--- config.mk ---
export PLATFORM = sky130hd
export DESIGN_NAME = ipv4_fragment_header_generator
export DESIGN_NICKNAME = d
export VERILOG_FILES = /design/src/hw/rtl/ifhg_pkg.sv /design/src/hw/rtl/ifhg_ctrl.sv /design/src/hw/rtl/ifhg_dp.sv /design/src/hw/rtl/ipv4_fragment_header_generator.sv
export SDC_FILE = /design/constraint.sdc
export NUM_CORES = 1
export LEC_CHECK = 0
export BUFFER_PORTS_ARGS = -buffer_cell sky130_fd_sc_hd__buf_4
export CAP_MARGIN = 30
export CORE_MARGIN = 4
export CORE_UTILIZATION = 30
export DETAILED_ROUTE_END_ITERATION = 8
export GPL_TIMING_DRIVEN = 0
export PLACE_DENSITY = 0.57
export SYNTH_ARGS = -nofsm -noshare
export SYNTH_HDL_FRONTEND = slang
export SYNTH_SLANG_ARGS = --single-unit
--- constraint.sdc ---
create_clock -name clock -period 12 [get_ports clock]
set_input_delay 3 -clock clock [delete_from_list [all_inputs] [get_ports clock]]
set_output_delay 3 -clock clock [all_outputs]
set_load 0.01 [all_outputs]
--- src/hw/rtl/ifhg_pkg.sv ---
// Shared types and helpers for the IPv4 fragment header generator.
// Used by ifhg_ctrl, ifhg_dp and the top level; depends on nothing.
`default_nettype none

package ifhg_pkg;

   // Configuration and header constants
   localparam logic [13:0] MTU_RESET  = 14'd1500;
   localparam logic [13:0] MTU_MIN    = 14'd1052;
   localparam logic [13:0] MTU_MAX    = 14'd9000;
   localparam logic [13:0] HDR_BYTES  = 14'd20;
   localparam logic [15:0] VER_IHL_TOS = 16'h4500;
   localparam logic [7:0]  TTL_VALUE  = 8'd64;

   // Commands from the controller to the datapath
   typedef struct packed {
      logic load;   // capture the accepted item
      logic prep;   // work out slice size and base checksum
      logic emit;   // build one descriptor into the output register
   } ifhg_cmd_type;

   // Status from the datapath to the controller
   typedef struct packed {
      logic frag_last;  // the descriptor built now is the final one
   } ifhg_sts_type;

   // Fold a 20-bit sum of 16-bit words into a 16-bit ones'-complement sum
   function automatic logic [15:0] ones_fold(input logic [19:0] v);
      logic [16:0] s1;
      logic [16:0] s2;
      s1 = {1'b0, v[15:0]} + {13'd0, v[19:16]};
      s2 = {1'b0, s1[15:0]} + {16'd0, s1[16]};
      return s2[15:0];
   endfunction

endpackage

`default_nettype wire

--- src/hw/rtl/ifhg_ctrl.sv ---
// Controller state machine for the IPv4 fragment header generator.
// Depends on ifhg_pkg; drives the datapath ifhg_dp by command signals.
`default_nettype none

module ifhg_ctrl
   import ifhg_pkg::*;
(
   input  wire logic         clock,
   input  wire logic         reset,
   input  wire logic         req_valid,
   output logic              req_ready,
   output logic              rsp_valid,
   input  wire logic         rsp_ready,
   output ifhg_cmd_type      cmd,
   input  wire ifhg_sts_type sts
);

   typedef enum logic [1:0] {
      ST_IDLE,
      ST_PREP,
      ST_RUN
   } state_type;

   state_type state_ff, state_in;
   logic      rsp_valid_ff, rsp_valid_in;
   logic      slot_free;

   // Output register may be refilled when empty or being taken
   assign slot_free = !rsp_valid_ff || rsp_ready;
   assign req_ready = (state_ff == ST_IDLE);
   assign rsp_valid = rsp_valid_ff;

   // Next state and commands
   always_comb begin
      state_in     = state_ff;
      rsp_valid_in = rsp_valid_ff && !rsp_ready;
      cmd          = '0;
      case (state_ff)
         ST_IDLE: begin
            if (req_valid) begin
               cmd.load = 1'b1;
               state_in = ST_PREP;
            end
         end
         ST_PREP: begin
            cmd.prep = 1'b1;
            state_in = ST_RUN;
         end
         ST_RUN: begin
            if (slot_free) begin
               cmd.emit     = 1'b1;
               rsp_valid_in = 1'b1;
               if (sts.frag_last) begin
                  state_in = ST_IDLE;
               end
            end
         end
         default: begin
            state_in = ST_IDLE;
         end
      endcase
   end

   // State and registered outputs
   always_ff @(posedge clock) begin
      if (reset) begin
         state_ff     <= ST_IDLE;
         rsp_valid_ff <= 1'b0;
      end else begin
         state_ff     <= state_in;
         rsp_valid_ff <= rsp_valid_in;
      end
   end

   // A descriptor is only built into a free output register
   a_emit_slot: assert property (@(posedge clock) disable iff (reset)
      cmd.emit |-> slot_free)
      else $error("descriptor built over an untaken result");

   // The final descriptor ends the datagram
   a_last_idle: assert property (@(posedge clock) disable iff (reset)
      cmd.emit && sts.frag_last |=> req_ready && rsp_valid)
      else $error("datagram did not end after its final descriptor");

   // An accepted item blocks further input until it is done
   a_busy: assert property (@(posedge clock) disable iff (reset)
      cmd.load |=> !req_ready && !rsp_valid_in || !req_ready)
      else $error("input taken while an item is in progress");

endmodule

`default_nettype wire

--- src/hw/rtl/ifhg_dp.sv ---
// Datapath for the IPv4 fragment header generator: mtu register, item
// capture, slice stepping, checksum and output register. Uses ifhg_pkg.
`default_nettype none

module ifhg_dp
   import ifhg_pkg::*;
(
   input  wire logic         clock,
   input  wire logic         reset,
   input  wire logic         csr_wr_en,
   input  wire logic [13:0]  csr_wr_data,
   input  wire logic [7:0]   req_protocol,
   input  wire logic [31:0]  req_dest_ip,
   input  wire logic [31:0]  req_src_ip,
   input  wire logic [15:0]  req_payload_length,
   input  wire ifhg_cmd_type cmd,
   output ifhg_sts_type      sts,
   output logic [13:0]       rsp_total_length,
   output logic              rsp_more_fragments,
   output logic [12:0]       rsp_fragment_offset,
   output logic [15:0]       rsp_identification,
   output logic [15:0]       rsp_header_checksum,
   output logic [15:0]       rsp_slice_start,
   output logic [13:0]       rsp_slice_length,
   output logic              rsp_last
);

   // Control-type registers
   logic [13:0] mtu_ff;
   logic [15:0] ident_ff;

   // Captured item and per-datagram values
   logic [7:0]  proto_ff;
   logic [31:0] dst_ff, src_ff;
   logic [15:0] len_ff, id_ff, start_ff, base_ff;
   logic [13:0] piece_ff;

   // Output register; identification held here so a new item cannot disturb it
   logic [13:0] total_ff, slen_ff;
   logic [12:0] off_ff;
   logic [15:0] csum_ff, sstart_ff, idout_ff;
   logic        mf_ff;

   // Prep: saturated mtu, slice size and base sum
   logic [13:0] mtu_sat, piece_in;
   logic [19:0] base_sum;

   always_comb begin
      mtu_sat = mtu_ff;
      if (mtu_ff < MTU_MIN) begin
         mtu_sat = MTU_MIN;
      end else if (mtu_ff > MTU_MAX) begin
         mtu_sat = MTU_MAX;
      end
      piece_in = (mtu_sat - HDR_BYTES) & ~14'd7;
      base_sum = {4'd0, VER_IHL_TOS} + {4'd0, id_ff} + {4'd0, TTL_VALUE, proto_ff}
               + {4'd0, src_ff[31:16]} + {4'd0, src_ff[15:0]}
               + {4'd0, dst_ff[31:16]} + {4'd0, dst_ff[15:0]};
   end

   // One fragment: slice, flags and checksum
   logic [15:0] rest;
   logic        is_last;
   logic [13:0] slen, total;
   logic [13:0] flags_off;
   logic [19:0] frag_sum;
   logic [16:0] start_next;

   always_comb begin
      rest       = len_ff - start_ff;
      is_last    = (rest <= {2'd0, piece_ff});
      slen       = is_last ? rest[13:0] : piece_ff;
      total      = HDR_BYTES + slen;
      flags_off  = {!is_last, start_ff[15:3]};
      frag_sum   = {4'd0, base_ff} + {6'd0, total} + {6'd0, flags_off};
      start_next = {1'b0, start_ff} + {3'd0, piece_ff};
   end

   assign sts.frag_last = is_last;

   // mtu and identification counter
   always_ff @(posedge clock) begin
      if (reset) begin
         mtu_ff   <= MTU_RESET;
         ident_ff <= '0;
      end else begin
         if (csr_wr_en) begin
            mtu_ff <= csr_wr_data;
         end
         if (cmd.load) begin
            ident_ff <= ident_ff + 16'd1;
         end
      end
   end

   // Item capture, stepping and output register
   always_ff @(posedge clock) begin
      if (cmd.load) begin
         proto_ff <= req_protocol;
         dst_ff   <= req_dest_ip;
         src_ff   <= req_src_ip;
         len_ff   <= req_payload_length;
         id_ff    <= ident_ff;
         start_ff <= '0;
      end
      if (cmd.prep) begin
         piece_ff <= piece_in;
         base_ff  <= ones_fold(base_sum);
      end
      if (cmd.emit) begin
         start_ff  <= start_next[15:0];
         total_ff  <= total;
         mf_ff     <= !is_last;
         off_ff    <= start_ff[15:3];
         idout_ff  <= id_ff;
         csum_ff   <= ~ones_fold(frag_sum);
         sstart_ff <= start_ff;
         slen_ff   <= slen;
      end
   end

   assign rsp_total_length    = total_ff;
   assign rsp_more_fragments  = mf_ff;
   assign rsp_fragment_offset = off_ff;
   assign rsp_identification  = idout_ff;
   assign rsp_header_checksum = csum_ff;
   assign rsp_slice_start     = sstart_ff;
   assign rsp_slice_length    = slen_ff;
   assign rsp_last            = !mf_ff;

   // Every fragment but the final one carries a full slice
   a_full_slice: assert property (@(posedge clock) disable iff (reset)
      cmd.emit && !is_last |-> slen == piece_ff)
      else $error("non-final fragment shorter than the slice size");

   // Slice size stays a non-zero multiple of eight
   a_piece: assert property (@(posedge clock) disable iff (reset)
      cmd.emit |-> piece_ff[2:0] == 3'd0 && piece_ff != 14'd0)
      else $error("slice size not a multiple of eight");

   // Slices are contiguous within a datagram
   a_contig: assert property (@(posedge clock) disable iff (reset)
      cmd.emit ##1 cmd.emit |-> start_ff == $past(start_ff) + {2'd0, piece_ff})
      else $error("slice start did not advance by one slice");

endmodule

`default_nettype wire

--- src/hw/rtl/ipv4_fragment_header_generator.sv ---
// Top level of the IPv4 fragment header generator.
// Instantiates ifhg_ctrl and ifhg_dp; uses ifhg_pkg.
//
// Takes one datagram request and returns one IPv4 header descriptor per
// fragment, slices of (mtu - 20) rounded down to 8 bytes, the mtu being
// saturated into 1052..9000. A datagram is handled in steps: accept the
// request, work out the slice size and the fixed part of the checksum,
// then build one descriptor per cycle while the output register is free,
// from the single slice stepper and checksum adder; at most 64 fragments
// at the smallest mtu. The next request is accepted as soon as the final
// descriptor sits in the output register. No clearing pass after reset.
`default_nettype none

module ipv4_fragment_header_generator
   import ifhg_pkg::*;
(
   input  wire logic        clock,
   input  wire logic        reset,
   input  wire logic        csr_wr_en,
   input  wire logic [13:0] csr_wr_data,
   input  wire logic        req_valid,
   output logic             req_ready,
   input  wire logic [7:0]  req_protocol,
   input  wire logic [31:0] req_dest_ip,
   input  wire logic [31:0] req_src_ip,
   input  wire logic [15:0] req_payload_length,
   output logic             rsp_valid,
   input  wire logic        rsp_ready,
   output logic [13:0]      rsp_total_length,
   output logic             rsp_more_fragments,
   output logic [12:0]      rsp_fragment_offset,
   output logic [15:0]      rsp_identification,
   output logic [15:0]      rsp_header_checksum,
   output logic [15:0]      rsp_slice_start,
   output logic [13:0]      rsp_slice_length,
   output logic             rsp_last
);

   ifhg_cmd_type cmd;
   ifhg_sts_type sts;

   ifhg_ctrl u_ctrl (
      .clock     (clock),
      .reset     (reset),
      .req_valid (req_valid),
      .req_ready (req_ready),
      .rsp_valid (rsp_valid),
      .rsp_ready (rsp_ready),
      .cmd       (cmd),
      .sts       (sts)
   );

   ifhg_dp u_dp (
      .clock               (clock),
      .reset               (reset),
      .csr_wr_en           (csr_wr_en),
      .csr_wr_data         (csr_wr_data),
      .req_protocol        (req_protocol),
      .req_dest_ip         (req_dest_ip),
      .req_src_ip          (req_src_ip),
      .req_payload_length  (req_payload_length),
      .cmd                 (cmd),
      .sts                 (sts),
      .rsp_total_length    (rsp_total_length),
      .rsp_more_fragments  (rsp_more_fragments),
      .rsp_fragment_offset (rsp_fragment_offset),
      .rsp_identification  (rsp_identification),
      .rsp_header_checksum (rsp_header_checksum),
      .rsp_slice_start     (rsp_slice_start),
      .rsp_slice_length    (rsp_slice_length),
      .rsp_last            (rsp_last)
   );

endmodule

`default_nettype wire

; ---- Word-level counts from Yosys, hierarchy flattened
; Index checks and enable logic that the tools add are counted.
[totals]
elab_cells = 70
in_bits = 107
latchBits = 0
rom_bits = 0
out_inout_bits = 93
register_bits = 270
mem_bits_rw = 0
memories = 0
[classes]
eq_ne = 5
multipliers = 0
muxes = 16
bitwise_logic = 1
reduce_logical = 9
n_div = 0
n_shift = 0
addsub = 17
order_cmp = 3
[op_table]
columns = cell, n
row1 = adder 20 x 16 -> 20 bit, 4
row2 = two-way mux 14 bit, 3
row3 = adder 16 x 4 -> 17 bit, 2
row4 = adder 16 x 1 -> 16 bit, 2
row5 = two-way mux 16 bit, 2
row6 = adder 20 x 14 -> 20 bit, 1
row7 = adder 20 x 15 -> 20 bit, 1
row8 = "adder 15 x 16 -> 17 bit, first input constant", 1
row9 = adder 16 x 14 -> 17 bit, 1
row10 = "adder 16 x 1 -> 16 bit, second input constant", 1
row11 = adder 16 x 14 -> 16 bit, 1
row12 = less-or-equal comparator 16 x 14 -> 1 bit, 1
row13 = inverter 16 bit, 1
row14 = subtractor 16 bit, 1
row15 = "adder 5 x 14 -> 14 bit, first input constant", 1
row16 = "greater-than comparator 14 bit, second input constant", 1
row17 = "less-than comparator 14 x 11 -> 1 bit, second input constant", 1
row18 = "subtractor 14 x 5 -> 14 bit, second input constant", 1
row19 = two-way mux 1 bit, 7
row20 = two-way mux 2 bit, 3
row21 = case mux 2 bit (3 select lines), 1
row22 = zero test 1 bit, 4
row23 = "inequality test 2 bit, second input constant", 2
row24 = AND reduction 3 bit, 1
row25 = 7 further kinds, 7

; ---- Depth between registers and ports, before layout
[depth]
word_depth = 9
ltp_mapped = 55
ltp_nobuf = 53

; ---- Cells and area by module
; From an unflattened synthesis, not the netlist that was laid out.
[hier_totals]
cells_unflattened = 1173
area_unflattened_um2 = 14391.3
[by_module_without_submodules]
columns = module, instances, area_each_um2, cells_each
row1 = ifhg_dp, 1, 14256.2, 1159
row2 = ifhg_ctrl, 1, 135.1, 14

; ---- Worst setup path before layout
; No wires, ideal clock.
[synth_timing]
kind = reg2reg
start = register u_dp.start_ff[4]
end = register u_dp.csum_ff[15], in the netlist u_dp.rsp_header_checksum[15], data pin
path_buffers = 3
stages_incl_launch_ff = 55
setup_slack_ns = 1.743
t_arrival_ns = 9.993
period_less_slack_ns = 10.257
cell_sequence = edfxtp_1 > inv_1 > ha_1 > o211a_1 > o2111ai_1 > and3b_1 > nor2b_1 > nor4_1 > nor3_1 > xor2_1 > ha_1 > and3_1 > nand3_1 > a211o_1 > a21oi_1 > a21oi_1 > buf_2 > buf_2 > [19 not listed] > o21ai_0 > nor3_1 > a21oi_1 > o21ai_0 > ha_1 > fa_1 > nand4_1 > or4_4 > or3_1 > or4_1 > nor2_1 > ha_1 > and3_1 > nand4_1 > nor3_1 > nand4b_2 > a211oi_2 > xor2_1
[synth_via]
elab_chain_len = 9
elab_cells_between_ends = 10
cone_classes = 6 x add/sub / 1 x order compare / 1 x mux / 1 x bitwise / 1 x reduce/logical
[synth_rtl]
columns = element, line_no
row1 = "start, declared", ifhg_dp.sv:35  ; logic [15:0] len_ff, id_ff, start_ff, base_ff;
row2 = "start signal, assigned", ifhg_dp.sv:111  ; start_ff <= start_next[15:0];
row3 = subtractor 16 bit, ifhg_dp.sv:70  ; rest = len_ff - start_ff;
row4 = less-or-equal comparator 16 x 14 -> 1 bit, ifhg_dp.sv:71  ; is_last = (rest <= {2'd0, piece_ff});
row5 = two-way mux 14 bit, ifhg_dp.sv:72  ; slen = is_last ? rest[13:0] : piece_ff;
row6 = net u_dp.slen[3], ifhg_dp.sv:64  ; logic [13:0] slen, total;
row7 = adder 5 x 14 -> 14 bit, ifhg_dp.sv:73  ; total = HDR_BYTES + slen;
row8 = net u_dp.total[4], ifhg_dp.sv:64
row9 = adder 16 x 14 -> 17 bit, ifhg_dp.sv:75  ; frag_sum = {4'd0, base_ff} + {6'd0, total} + {6'd0, flags_off};
row10 = adder 20 x 14 -> 20 bit, ifhg_dp.sv:75
row11 = adder 16 x 4 -> 17 bit, ifhg_pkg.sv:31  ; s1 = {1'b0, v[15:0]} + {13'd0, v[19:16]};
row12 = adder 16 x 1 -> 16 bit, ifhg_pkg.sv:32  ; s2 = {1'b0, s1[15:0]} + {16'd0, s1[16]};
row13 = inverter 16 bit, ifhg_dp.sv:116  ; csum_ff <= ~ones_fold(frag_sum);
row14 = "end signal, assigned", ifhg_dp.sv:116
row15 = "end, declared", ifhg_dp.sv:41  ; logic [15:0] csum_ff, sstart_ff, idout_ff;
; The timed path passes the listed nets, and every way through them passes these cells.
; A chain may end at the register's enable or synchronous reset.

; ---- Worst setup path in the final report
[layout_timing]
start = register u_dp.start_ff[3]
end = register u_dp.csum_ff[15], in the netlist u_dp.rsp_header_checksum[15], data pin
[layout_via]
elab_chain_len = 9
elab_cells_between_ends = 10
cone_classes = 6 x add/sub / 1 x order compare / 1 x mux / 1 x bitwise / 1 x reduce/logical
[layout_rtl]
columns = element, line_no
row1 = subtractor 16 bit (*), ifhg_dp.sv:70
row2 = less-or-equal comparator 16 x 14 -> 1 bit, ifhg_dp.sv:71
row3 = two-way mux 14 bit (*), ifhg_dp.sv:72
row4 = net u_dp.slen[3], ifhg_dp.sv:64
row5 = adder 5 x 14 -> 14 bit (*), ifhg_dp.sv:73
row6 = net u_dp.total[8], ifhg_dp.sv:64
row7 = adder 16 x 14 -> 17 bit (*), ifhg_dp.sv:75
row8 = adder 20 x 14 -> 20 bit (*), ifhg_dp.sv:75
row9 = adder 16 x 4 -> 17 bit (*), ifhg_pkg.sv:31
row10 = adder 16 x 1 -> 16 bit (*), ifhg_pkg.sv:32
row11 = inverter 16 bit (*), ifhg_dp.sv:116
; Mark *: on every way through the listed nets, which the timed path passes. The rest lies on a longest branch.

==> flow_metrics.py <==
metrics = {
    "sta": {
        "fin_crit_sh_pct": 94.4,
        "setup_viol": 0,
        "hold_viol_final": 0,
        "slew_viol_final": 0,
        "max_freq_ghz": 0.0883,
        "finalCriticalPeriod_ns": 11.32,
        "fin_tns_setup_ns": 0,
        "skew_ns": 0.0153,
        "setup_ws_ns": 0.678,
        "slew_headroom_pct": 51.0,
        "worst_pin_slew_ns": 0.729,
    },
    "critical_path": {
        "r2r-end": "u_dp.rsp_header_checksum[15]$_DFFE_PP_",
        "path_depth": 52,
        "crit_family": "simple AND/OR/NAND/NOR gates",
        "critical_path_arrival_ns": 11.63,
        "worstSetupEndpoint": "u_dp.rsp_header_checksum[15]$_DFFE_PP_",
        "start_kind": "flop",
        "crit_required_ns": 12.31,
        "cp-startpoint": "u_dp.start_ff[3]$_SDFFCE_PN0P_",
        "critPathMostFrequentCell": "ha_1",
        "r2r_start": "u_dp.start_ff[3]$_SDFFCE_PN0P_",
        "ff2ff_path_depth": 52,
        "cp_max_fo": 10,
        "critical_path.slowest_cell": "or4_4",
        "critical_path_class": "flop to flop",
        "reg2reg_slack_ns": 0.68,
        "cp_slowest_stage_delay_ns": 0.61,
        "cp-end-kind": "flop",
        "cp_num_buf_inv": 3,
    },
    "power": {
        "leakagePower_nw": 7.52,
        "peakVddDrop_v": 0.000203,
        "swShare_pct": 44.4,
        "clkPwrFrac_pct": 15.4,
        "p_int_mw": 3.31,
        "combPwrFrac_pct": 63.7,
        "report.power.total_mw": 5.96,
        "power.density_mw_per_mm2": 321,
        "power_switching_mw": 2.65,
        "seqPwrFrac_pct": 20.9,
    },
    "route": {
        "first_pass_iters": 5,
        "num_vias": 10300,
        "routed_wl_um": 37100,
        "drc": 0,
        "route.met3.wl_um": 1880,
        "highest_layer": "met4",
        "wl_per_cell_um": 16.8,
        "ant_nets": 0,
        "wl_met1_um": 16100,
        "wl_met2_um": 17800,
        "vias_per_cell": 4.67,
        "drt_iter0_markers": 640,
    },
    "synthesis": {
        "synth.area.top_cells": "edfxtp_1, ha_1, fa_1",
        "avgSynthCellArea_um2": 11.8,
        "netlist_instances": 1272,
        "yosys.area.top_type": "edfxtp_1",
        "synth_flop_cell": "edfxtp_1",
        "synth_edf_count": 216,
        "ys_seq_elements": 249,
        "synth_top_area_share_pct": 43.4,
        "seq_area_frac_synth_pct": 47.8,
        "synth.cell_area_mm2": 0.0149,
        "async_flop_share_pct": 0,
        "synth_cell_type_count": 96,
        "synth_warnings": 0,
    },
    "finish": {
        "layout-area-overhead-vs-synth_pct": 24.2,
        "n_fill_cell": 4836,
        "final_nets": 1793,
        "multi_input_area_mm2": 0.00731,
        "drive_above_1_share_pct": 22.9,
        "ff_latch_area_mm2": 0.00715,
        "antenna_cells": 0,
    },
    "outcome": {
        "status": "finished clean",
    },
    "clock_tree": {
        "cts_buffers": 30,
        "cts-root-buf": "clkbuf_16",
        "clockBufferDepth": 3,
        "clock_latency_ns": 0.58,
        "cts_tree": "yes",
        "cts.clk_slew.worst_paths_ns": 0.06,
        "cts-htree-levels": 1,
        "cts.sinks": 249,
        "hold_buffers": 0,
    },
    "global_routing": {
        "antenna_found_initial": 0,
        "grt_max_degree": 66,
        "gr-total-overflow": 0,
        "first_global_vias": 10500,
        "grt_pass1_wl_um": 58000,
        "grtUsageTotal_pct": 13.7,
    },
    "floorplanning": {
        "die_w_um": 231,
        "io_pins": 200,
        "die-area_mm2": 0.0535,
        "die_h_um": 231,
        "start_util_pct": 30.5,
        "core-area_mm2": 0.0491,
        "rows": 81,
    },
    "placed_design": {
        "dp_hpwl_um": 29500,
        "gp_congestion": 0.833,
        "portBuffers": 194,
        "pre_cts_ws_ns": -0.402,
    },
    "flow_run": {
        "maxCapViolCount": 0,
    },
    "hold_path": {
        "min_path_type": "flop to flop",
        "holdPathStages": 0,
    },
}
## per-layer routing
metal / track usage (%) / vias to the layer above
li1: - / 5071
met1: 18.1 / 4912
met2: 22.9 / 277
met3: 2.31 / 57
met4: 4.59 / 0
met5: 0 / -
## layout make-up
cell class / count / share of cell area (%)
clock inverters: 19 / 1.12
repair buffers: 212 / 8.85
multi-input cells: 892 / 39.4
plain buffers: 33 / 1.26
clock buffers: 36 / 4.33
flip-flops and latches: 249 / 38.5
inverters: 102 / 2.09
well taps: 664 / 4.47
## power by group through the flow
stage | registers, mW | clock network [mW] | logic, mW
floorplan | 1.26 | 0 | 2.86
global placement | 1.27 | 0 | 3.65
detailed placement | 1.27 | 0 | 3.72
CTS | 1.25 | 0.951 | 3.76
global route | 1.26 | 0.983 | 4.24
finish | 1.24 | 0.917 | 3.79
## how the worst min path moves through the flow
stage | start | slack, ns | end
floorplan | u_dp.ident_ff[15]$_SDFFE_PP0P_ | 0.42 | u_dp.id_ff[15]$_DFFE_PP_
global placement | u_dp.ident_ff[15]$_SDFFE_PP0P_ | 0.44 | u_dp.id_ff[15]$_DFFE_PP_
detailed placement | u_dp.ident_ff[15]$_SDFFE_PP0P_ | 0.44 | u_dp.id_ff[15]$_DFFE_PP_
CTS | u_dp.ident_ff[15]$_SDFFE_PP0P_ | 0.45 | u_dp.id_ff[15]$_DFFE_PP_
global route | u_dp.ident_ff[15]$_SDFFE_PP0P_ | 0.46 | u_dp.id_ff[15]$_DFFE_PP_
finish | u_dp.ident_ff[15]$_SDFFE_PP0P_ | 0.45 | u_dp.id_ff[15]$_DFFE_PP_
## synthesized netlist by cell type (23+ instances only)
cell,n
a21oi_1,63
dfxtp_1,33
edfxtp_1,216
fa_1,61
ha_1,105
inv_1,102
nand2_1,79
nand3_1,23
nor2_1,99
nor3_1,34
o21ai_0,38
xnor2_1,69
xor2_1,59
## timing repair
item	CTS	global route
hold endpoints to repair	0	0
resized for setup	6	25
endpoints found under the setup margin	8	14
buffers inserted	1	13
pin swaps	1	6
## through the flow
step,utilization [%],area (µm²),cells,hold WS (ns)
6_report,37.9,18600,2207,0.446
5_1_grt,37.9,18600,2207,0.464
4_1_cts,37.5,18400,2194,0.449
3_5_place_dp,35.3,17300,2138,0.439
3_3_place_gp,35.2,17200,2134,0.444
2_1_floorplan,-,15000,1276,0.417
## state kept, by name, summed over array words and instances, names as in the netlist
name,flops
u_ctrl.rsp_valid,1
u_ctrl.state_ff,2
u_dp.base_ff,16
u_dp.dst_ff,32
u_dp.id_ff,16
u_dp.ident_ff,16
u_dp.len_ff,16
u_dp.mtu_ff,14
u_dp.piece_ff,11
u_dp.proto_ff,8
u_dp.rsp_header_checksum,16
u_dp.rsp_identification,16
u_dp.rsp_more_fragments,1
u_dp.rsp_slice_length,14
u_dp.rsp_slice_start,13
u_dp.rsp_total_length,12
u_dp.src_ff,32
u_dp.start_ff,13
## cells by family after synthesis
group / after synthesis / synth area share (%)
simple gates: 342 / 11.8
flops: 249 / 47.8
buf+inv: 135 / 4.04
other cells: 1 / 0.0251
compound gates: 231 / 10.4
xor+xnor: 130 / 7.79
mux: 18 / 1.23
fa+ha+maj: 166 / 17.0
## placed cells by master, fill, tap and decap left out, drive strengths merged, types with 34 or more instances in the layout
master	count
o21ai	51
edfxtp	216
nor2	101
nor3	34
xor2	60
inv	105
buf	238
nand2	79
ha	105
xnor2	70
a21oi	66
fa	61
clkbuf	42
Note: power is estimated with default switching activity, not from simulation.
